[config.mk]
export PLATFORM = sky130hd
export DESIGN_NAME = q2r_round
export DESIGN_NICKNAME = d
export VERILOG_FILES = /design/src/design/q2r_pkg.sv /design/src/design/q2r_round.sv
export SDC_FILE = /design/constraint.sdc
export NUM_CORES = 1
export LEC_CHECK = 0
export BUFFER_PORTS_ARGS = -buffer_cell sky130_fd_sc_hd__buf_2
export CAP_MARGIN = 15
export CORE_AREA = 2 2 493 495
export CTS_BUF_LIST = sky130_fd_sc_hd__clkbuf_4 sky130_fd_sc_hd__clkbuf_8
export CTS_CLUSTER_DIAMETER = 80
export CTS_CLUSTER_SIZE = 20
export DETAILED_ROUTE_END_ITERATION = 8
export DIE_AREA = 0 0 495 497
export REMOVE_ABC_BUFFERS = 1
export SLEW_MARGIN = 20
export SYNTH_ARGS = -nofsm -noshare
export SYNTH_HDL_FRONTEND = slang
export SYNTH_SLANG_ARGS = --single-unit
[constraint.sdc]
create_clock -name clk -period 9.79 [get_ports clk]
set_clock_uncertainty 0.1 [all_clocks]
set_input_delay 0.979 -clock clk [delete_from_list [all_inputs] [get_ports clk]]
set_output_delay 0.979 -clock clk [all_outputs]
set_load 0.005 [all_outputs]
[src/design/q2r_pkg.sv]
// shared widths, lane data type and identity constant for the quaternion to matrix block
package q2r_pkg;

  localparam int LANES   = 9;
  localparam int PROD_W  = 64;
  localparam int DEN_W   = 65;
  localparam int REM_W   = 66;
  localparam int QUO_W   = 32;
  localparam int OUT_W   = 32;
  localparam int STEPS   = 32;
  localparam logic [OUT_W-1:0] ONE_Q230 = 32'h4000_0000;

  typedef struct packed {
    logic [LANES-1:0][REM_W-1:0] rem;
    logic [LANES-1:0][QUO_W-1:0] quo;
    logic [LANES-1:0]            neg;
    logic [DEN_W-1:0]            den;
    logic                        zero;
  } div_t;

endpackage

[src/design/q2r_round.sv]
// rounding, sign and zero-norm override into the output register
module q2r_round import q2r_pkg::*; (
  input  logic                    clk,
  input  logic                    rst_n,
  input  logic                    valid_in,
  output logic                    ready_out,
  input  div_t                    data_in,
  output logic                    valid_out,
  input  logic                    ready_in,
  output logic [LANES-1:0][OUT_W-1:0] mat,
  output logic                    zero_norm
);

  logic v_r;
  logic adv;
  logic [LANES-1:0][OUT_W-1:0] mat_r, mat_nxt;
  logic zero_r;
  logic [QUO_W:0]   sum   [LANES];
  logic [OUT_W-1:0] mag   [LANES];

  assign adv       = !v_r || ready_in;
  assign ready_out = adv;

  always_comb begin
    for (int i = 0; i < LANES; i++) begin
      sum[i] = {1'b0, data_in.quo[i]} + (QUO_W+1)'(1);
      mag[i] = sum[i][QUO_W:1];
      if (data_in.zero) mat_nxt[i] = (i % 4 == 0) ? ONE_Q230 : '0;
      else mat_nxt[i] = data_in.neg[i] ? -mag[i] : mag[i];
    end
  end

  always_ff @(posedge clk) begin
    if (!rst_n) v_r <= 1'b0;
    else if (adv) v_r <= valid_in;
  end

  always_ff @(posedge clk) begin
    if (adv && valid_in) begin
      mat_r  <= mat_nxt;
      zero_r <= data_in.zero;
    end
  end

  assign valid_out = v_r;
  assign mat       = mat_r;
  assign zero_norm = zero_r;

endmodule

Yosys cells after proc, flatten, opt, wreduce, memory -nomap -nowiden --
Index checks and enable logic that the tools add are counted.
Operators by class: add/subtract/negate cells 18, $mul 0, div/mod/pow operators 0, $lt $le $gt $ge 0, equal/unequal tests 0, shift-type cells 0, muxes and demuxes 9, bitwise operators 0, reduce and logical (&&, ||, !) cells 3
Operators with widths (number):
- 32-bit by 1-bit adder with 33-bit output, second input constant | 9
- 32-bit 2-to-1 mux | 9
- 32-bit negator | 9
- 1-bit logical AND | 1
- 1-bit zero test | 1
- 1-bit logical OR | 1
Storage, ports and cells: register bits 290, latch bits 0, bits in writable memories 0, bits in read-only memories 0, input bits 961, output and inout bits 291, word-level logic and storage cells 41, memories 0

Depth between registers and ports, before layout --
Gate-level depths: netlist of the first run.
depth after elaboration 3, mapped depth 12, depth with buffers taken out 10

Worst setup path before layout of the first run --
OpenSTA, ideal clock, no wires.
kind input -> register, start input ready_in, end register mat_r (netlist bit mat[0]) (enable), library setup time 688 ps, arrival 7694 ps, required time 9002 ps, setup slack 1308 ps, cell stages on the path 2, buffers on the path 0, cells stage by stage nand2b_1 and2_1
On the way: longest elaborated chain between the ends 2
Ends and longest elaborated chain:
- start: declaration | RTL line q2r_round.sv:9 | input logic ready_in,
- 1-bit logical OR | RTL line q2r_round.sv:21 | assign adv = !v_r || ready_in;
- 1-bit logical AND | RTL line q2r_round.sv:39 | if (adv && valid_in) begin
- end signal: assignment | RTL line q2r_round.sv:40 | mat_r <= mat_nxt;
- end: declaration | RTL line q2r_round.sv:16 | logic [LANES-1:0][OUT_W-1:0] mat_r, mat_nxt;
No other way between the ends. A chain may end at the register's enable or synchronous reset.

Final worst setup path of the first run --
start input data_in[107] (netlist name), end register mat_r (netlist bit mat[58]), data pin
On the way: longest elaborated chain between the ends 3
Ends and longest elaborated chain:
- start: declaration | RTL line q2r_round.sv:7 | input div_t data_in,
- 32-bit by 1-bit adder with 33-bit output (*) | RTL line q2r_round.sv:26 | sum[i] = {1'b0, data_in.quo[i]} + (QUO_W+1)'(1);
- 32-bit negator | RTL line q2r_round.sv:29 | else mat_nxt[i] = data_in.neg[i] ? -mag[i] : mag[i];
- 32-bit 2-to-1 mux (*) | RTL line q2r_round.sv:29
Every way passes the cells marked *; elsewhere a longest branch is shown, timed or not.

==> results of run 1 <==
[state kept, by name (all words and copies together) (netlist names)]
name,count
mat,288
zero_norm,1
valid_out,1
[synth_stat cells, types with 19 or more instances]
cell type	count
nand4_1	115
o41ai_1	19
o21ai_0	122
nor2_1	390
mux2i_1	37
nor3_1	145
a21o_1	19
a211oi_1	28
nand2_1	229
o31ai_1	48
or2_2	21
and2_1	43
nand3_1	182
a31oi_1	55
or3_1	35
or4_1	25
xnor2_1	313
nor4_1	71
edfxtp_1	289
inv_1	71
and4_1	38
clkbuf_1	121
nand2b_1	24
and3_1	107
buf_2	64
xor2_1	147
a21oi_1	131
[logic make-up after synthesis]
logic type,Yosys count,synth area share (%)
AO/OA/AOI/OAI,619,15.8
flip-flops,290,32.5
AND/OR/NAND/NOR,1510,29.6
XOR/XNOR,460,15.0
adder cells (fa/ha/maj),18,0.841
buffers and inverters,268,4.13
multiplexers,56,2.18
[through the flow]
stage | total power [mW] | cells | hold WS (ns)
2_1_floorplan | 1.99 | 3025 | 0.437
3_3_place_gp | 2.52 | 6814 | 0.733
3_5_place_dp | 2.52 | 6814 | 0.726
4_1_cts | 3.81 | 6882 | 0.258
5_1_grt | 3.93 | 6945 | 0.315
6_report | 3.71 | 6947 | 0.398
[worst paths after layout]
check,from,to,slack (ns),cells past startpoint
min,rst_n,valid_out,0.40,2
max,data_in[107],mat[58],5.38,10
min reg2reg,valid_out,valid_out,0.61,2
max reg2reg,valid_out,mat[212],7.22,3
[report_power, final]
group / internal, mW / switching, mW / leakage, nW
clock: 0.503 / 0.729 / 0.482
sequential: 1.49 / 0.0464 / 2.89
combinational: 0.322 / 0.626 / 7.99
[per-layer routing]
metal	wire, um	vias to the layer above	GRT usage [%]
li1	-	13000	-
met1	52400	13400	12.0
met2	65900	1194	18.1
met3	11700	240	3.25
met4	11200	14	7.72
met5	87	-	0
[critical path, stage by stage]
cell,delay [ns]
buf_2,0.18
ha_1,0.29
and2_1,0.37
nand3_1,0.52
o31ai_1,0.47
nand3_1,0.23
a2111o_1,0.55
nor4_1,0.85
nand4b_1,0.18
o311ai_0,0.19
[layout make-up]
cell class | count | area, sq um
clock inverters | 29 | 444
flip-flops and latches | 290 | 8700
well taps | 3185 | 3990
inverters | 72 | 272
fillers | 27500 | 206000
diodes | 65 | 163
multi-input cells | 2663 | 17000
clock buffers | 39 | 537
repair buffers | 604 | 3090
==> metrics.md, run 1 <==
| Metric | Value |
|---|---|
| Yosys warns | 0 |
| Final min period | between 4 and 5 ns |
| Setup TNS | 0 ns |
| Routed len/inst | ~20 um |
| GRT overflow | 0 |
| Final period utilization | around 45% |
| GRT Total Usage | 11.0% |
| Iteration-0 DRC Markers | 2097 |
| Max_cap viols | 0 |
| Vias per inst | about 4 |
| Pin count of the biggest net entering global routing | about 130 |
| Initial Util | 11.2% |
| Main synth FF type | edfxtp_1 |
| Die area | ~0.25 sq mm |
| CTS tree | yes |
| Post-synthesis cell count | ~3200 |
| Achievable Freq | around 230 MHz |
| Commonest non-fill, non-tap cell in the layout | buf_2 |
| Total CTS buffers | 37 |
| EDFF count, synth | ~290 |
| Finished Cell Area | 0.0342 sq mm |
| Synth-to-Final Area Change | 27.6% |
| Max-slew violations | 0 |
| Clock transition at path regs | between 0.1 and 0.15 ns |
| Clk buf depth | 3 |
| Max FO, Critical Path | 14 |
| Yosys cell types | around 110 |
| Core Area | between 0.2 and 0.25 sq mm |
| Worst Path Required | 10.20 ns |
| First-pass GRT wire length | between 150000 and 200000 um |
| Drt total wl | around 140000 um |
| Max-slew headroom | between 20% and 30% |
| Mapped cell area | 0.0268 sq mm |
| Register area share after synthesis | 32.5% |
| Post-DP HPWL | approximately 120000 um |
| Critical path type | primary input to register |
| Final ANT Viol Nets | 0 |
| Clk_lat worst skew | ~0.72 ns |
| Dpl ws | around 4.7 ns |
| Final count of negative-setup-slack endpoints | 0 |
| Async SR Flop Fraction | 0% |
| Clock Sinks | 290 |
| Top Ports | 1252 |
| Placed inst area | approximately 0.033 sq mm |
| Pwr dens | ~110 mW/mm^2 |
| CP arrival | 4.83 ns |
| Die width | 495 um |
| Number of gates resized after CTS | 0 |
| Root Buffer | clkbuf_8 |
| Die H | about 500 um |
| Top post-synthesis cells by area | edfxtp_1 32%, xnor2_1 10%, nor2_1 5.5% |
| Hold Buf Count CTS | 0 |
| Yosys top cell area share | between 30% and 40% |
| Final #Nets | between 4000 and 5000 |
| Drt first pass iters | 6 |
| Vias in the first global route | 25900 |
| CP Launch Type | primary input |
| Initial antenna violation count | just under 60 |
| GPL Wtd Cong | between 0.9 and 1 |
| Final Hold Fails | 0 |
| Syn Area/Cell | between 8 and 9 sq um |
| Actual slew at the worst max-slew pin | approximately 1.1 ns |
| Final core utilization | between 10% and 20% |
| Layout cell share with drive strength beyond 1 | between 20% and 30% |
| DRC viols | 0 |
| Lkg Pwr | approximately 11 nW |
| Htree depth | 2 |
| # rows | 180 |
| Outcome | complete, no violations |
| Maximum vdd ir drop | ~98 uV |
| Synth Register Bits | 290 |
| RSZ-0062 raised after global routing | no |
| Most frequent cells in the layout | 591 x buf_2, 390 x nor2_1, 313 x xnor2_1 |
| Min-delay worst type | primary input to register |
| Yosys top cell by area | edfxtp_1 |
| DR vias | between 20000 and 30000 |
| Critical Path Sink Type | register |
| Post-CTS Setup Bufs | 0 |
| Setup ws final | ~5.4 ns |
| # port buffers | 592 |
No activity file was read; power rests on OpenSTA's default activity.
==> inputs of run 2 (changes only) <==
--- a/config.mk
+++ b/config.mk
@@ -5,14 +5,15 @@
 export SDC_FILE = /design/constraint.sdc
 export NUM_CORES = 1
 export LEC_CHECK = 0
+export ABC_AREA = 1
 export BUFFER_PORTS_ARGS = -buffer_cell sky130_fd_sc_hd__buf_2
 export CAP_MARGIN = 15
-export CORE_AREA = 2 2 493 495
+export CORE_AREA = 2 2 487 489
 export CTS_BUF_LIST = sky130_fd_sc_hd__clkbuf_4 sky130_fd_sc_hd__clkbuf_8
 export CTS_CLUSTER_DIAMETER = 80
 export CTS_CLUSTER_SIZE = 20
 export DETAILED_ROUTE_END_ITERATION = 8
-export DIE_AREA = 0 0 495 497
+export DIE_AREA = 0 0 489 491
 export REMOVE_ABC_BUFFERS = 1
 export SLEW_MARGIN = 20
 export SYNTH_ARGS = -nofsm -noshare
==> constraint.sdc (replaced) <==
create_clock -name clk -period 3.8 [get_ports clk]
set_clock_uncertainty 0.1 [all_clocks]
set_input_delay 0.38 -clock clk [delete_from_list [all_inputs] [get_ports clk]]
set_output_delay 0.38 -clock clk [all_outputs]
set_load 0.005 [all_outputs]
==> run 2 against run 1 <==
Register-to-register slack lost 5.2 ns. Critical path depth up 4. Worst hold slack worse by 0.29 ns. Area after synthesis rose by 1.0%. Via count grew 10%. Sequential power increased to 2.5 times the previous value. Sequential cell count unchanged. Global-route usage rose by 0.11 points.
==> metrics.md, run 2 <==
| Metric | Value |
|---|---|
| Outcome | complete, no violations |
| Most frequent cells in the layout | 1588 x nand2_1, 829 x nor2_1, 591 x buf_2 |
| Yosys top cell by area | edfxtp_1 |
| Final cell count without fillers | 8260 |
| Post-CTS Setup Bufs | 0 |
| Synth Register Bits | 290 |
| Routed len/inst | between 15 and 20 um |
| DR vias | between 30000 and 40000 |
| Final #Nets | approximately 6100 |
| Total CTS buffers | 34 |
| Max-slew violations | 0 |
| Min-delay worst type | primary input to register |
| Vias per inst | 3.71 |
| Pint | 5.75 mW |
| Final min period | 3.40 ns |
| First-pass GRT wire length | between 150000 and 200000 um |
| Register area | 0.00870 sq mm |
| DRC viols | 0 |
| # fillers | about 27000 |
| PnR Total Power | around 9 mW |
| GRT Total Usage | 11.1% |
| Placed insts | 8158 |
| Pwr dens | 261 mW/mm^2 |
| EDFF count, synth | 289 |
| Critical Path Sink Type | register |
| Layout cell share with drive strength beyond 1 | 16.3% |
| Critical path type | primary input to register |
| Max-slew headroom | between 40% and 50% |
| Clk buf depth | 3 |
| Slowest-stage cell, CP | dlygate4sd3_1 |
| Clk pwr share | between 30% and 40% |
| Vias in the first global route | ~28000 |
| Psw | approximately 3.4 mW |
| Top Ports | ~1300 |
| FF-to-FF setup slack | about 2 ns |
| Drt first pass iters | 5 |
| Top cells by count, synth | 1588 x nand2_1, 829 x nor2_1, 465 x inv_1 |
| Maximum vdd ir drop | ~220 uV |
| Cell family with most CP delay | buffers and inverters |
| Crit path from | data_in[300] |
| CP Launch Type | primary input |
| FF-to-FF Start | valid_out |
| Actual slew at the worst max-slew pin | 0.753 ns |
| CTS tree | yes |
| Yosys warns | 0 |
| Async SR Flop Fraction | 0% |
| GRT overflow | 0 |
| R2r endpoint | mat[249] |
| Final count of negative-setup-slack endpoints | 0 |
| Sequential cell fraction of total power | 42.4% |
| Syn Area/Cell | between 6 and 7 sq um |
| CP endpoint | mat[248] |
| Die H | 491 um |
| Logic pwr share | approximately a quarter |
| # rows | around 180 |
| R2r worst-path depth | 3 |
| Final ANT Viol Nets | 0 |
| GPL Wtd Cong | between 0.9 and 1 |
| Main synth FF type | edfxtp_1 |
| Worst Path Required | just over 4 ns |
| Clock Sinks | 290 |
| Critical path, cell by cell | dlygate4sd3_1, buf_2, ha_1, dlygate4sd3_1, inv_1, ha_1, nand3_1, o21ai_1, nand3_1, nor2_4, nand4_1, nand2_1, nand2_1, nor2_1 |
| Yosys top cell area share | between 30 and 40% |
| Crit path buffers/inverters | 4 |
| Initial Util | roughly 12% |
| Max FO, Critical Path | 6 |
| Iteration-0 DRC Markers | between 2000 and 2500 |
| Max_cap viols | 0 |
| Top post-synthesis cells by area | edfxtp_1 32%, nand2_1 22%, nor2_1 11% |
| Core Area | between 0.2 and 0.25 sq mm |
| Yosys cell types | 41 |
| Sw frac | approximately 37% |
| Register area share after synthesis | 32.1% |
| CP arrival | ~3.7 ns |
| Clock transition at path regs | between 0.1 and 0.15 ns |
| RSZ-0062 raised after global routing | no |
| Multi-input gate area | 0.0163 sq mm |
| Synth-to-Final Area Change | 29.7% |
| Pin count of the biggest net entering global routing | 96 |
| Clk_lat worst skew | just under 0.7 ns |
| Post-synthesis cell count | between 4000 and 5000 |
| CP Depth | 14 |
| Achievable Freq | just under 300 MHz |
| Post-DP HPWL | around 120000 um |
| Die area | between 0.2 and 0.25 sq mm |
| Mapped cell area | 0.0271 sq mm |
| Die width | 489 um |
| Final period utilization | about nine tenths |
| Initial antenna violation count | ~110 |
| Final Hold Fails | 0 |
| Leading cell type by number of instances after synthesis | nand2_1 |
| Setup TNS | 0 ns |
| Drt total wl | ~140000 um |
| Lkg Pwr | 15.2 nW |
| Root Buffer | clkbuf_8 |
| Slowest stage delay, CP | approximately 0.57 ns |
| # port buffers | slightly below 600 |
| Largest register FFs | 288 |
| Commonest non-fill, non-tap cell in the layout | nand2_1 |
| Htree depth | 2 |
## run 2: cell types whose count changed after synthesis, moves of 99 or more
cell / change
and3_1: -99
inv_1: +394
xnor2_1: -284
nand2_1: +1359
nor2_1: +439
xor2_1: -116
## run 2: kinds of logic after synthesis
logic type               count (synthesis)  synth area share [%]
AND/OR/NAND/NOR                       3053                  47.9
buffers and inverters                  548                  7.66
AO/OA/AOI/OAI                          495                  9.56
flip-flops                             290                  32.1
XOR/XNOR                                60                  1.94
adder cells (fa/ha/maj)                 18                 0.832
## run 2: power groups by stage
stage | logic [mW] | registers, mW | clock network (mW)
6_report | 2.39 | 3.87 | 2.88
2_1_floorplan | 1.14 | 4.07 | 0
3_3_place_gp | 2.39 | 3.95 | 0
3_5_place_dp | 2.39 | 3.94 | 0
4_1_cts | 2.42 | 3.88 | 3.06
5_1_grt | 2.68 | 3.90 | 3.14
## run 2: worst reg2reg max path, cell delays in order, from the launching register on
cell	delay [ns]
dfxtp_1	0.36
a21oi_4	0.30
buf_12	0.23
buf_4	0.45
## run 2: cell type report
| cell class | count | share of cell area, % |
|---|---|---|
| multi-input cells | 3626 | 46.5 |
| clock inverters | 24 | 0.995 |
| clock buffers | 37 | 1.42 |
| diodes | 14 | 0.0998 |
| inverters | 481 | 5.17 |
| repair buffers | 638 | 9.84 |
| flip-flops and latches | 290 | 24.8 |
| well taps | 3150 | 11.2 |
## run 2: through the flow
| stage | hold slack (ns) | area (sq um) | util, % | worst slack [ns] |
|---|---|---|---|---|
| floorplan | 0.379 | 26800 | - | -11.60 |
| global placement | 0.436 | 33900 | 14.5 | 0.576 |
| detailed placement | 0.436 | 33900 | 14.5 | 0.580 |
| CTS | 0.00248 | 35100 | 14.9 | 0.506 |
| global route | 0.0706 | 35100 | 15.0 | 0.255 |
| finish | 0.108 | 35100 | 15.0 | 0.398 |
## run 2: what timing repair did
action,in CTS,in global routing
hold buffers,27,0
hold endpoints to repair,24,0
resized for setup,0,0
## run 2: worst min path at each step
stage | from | end | slack (ns) | cells past startpoint
after floorplan | data_in[0] | zero_norm | 0.38 | 0
after global placement | valid_out | valid_out | 0.44 | 2
after detailed placement | valid_out | valid_out | 0.44 | 2
after CTS | data_in[266] | mat[191] | 0.002 | 4
after global routing | data_in[266] | mat[191] | 0.07 | 4
final | data_in[266] | mat[191] | 0.11 | 4
## run 2: per-layer routing
layer	vias to the layer above	track usage, %	routed length (um)
met4	22	5.25	6860
met3	300	3.69	12700
li1	15700	-	-
met5	-	0	153
met1	13600	12.3	53200
met2	1077	18.9	65000
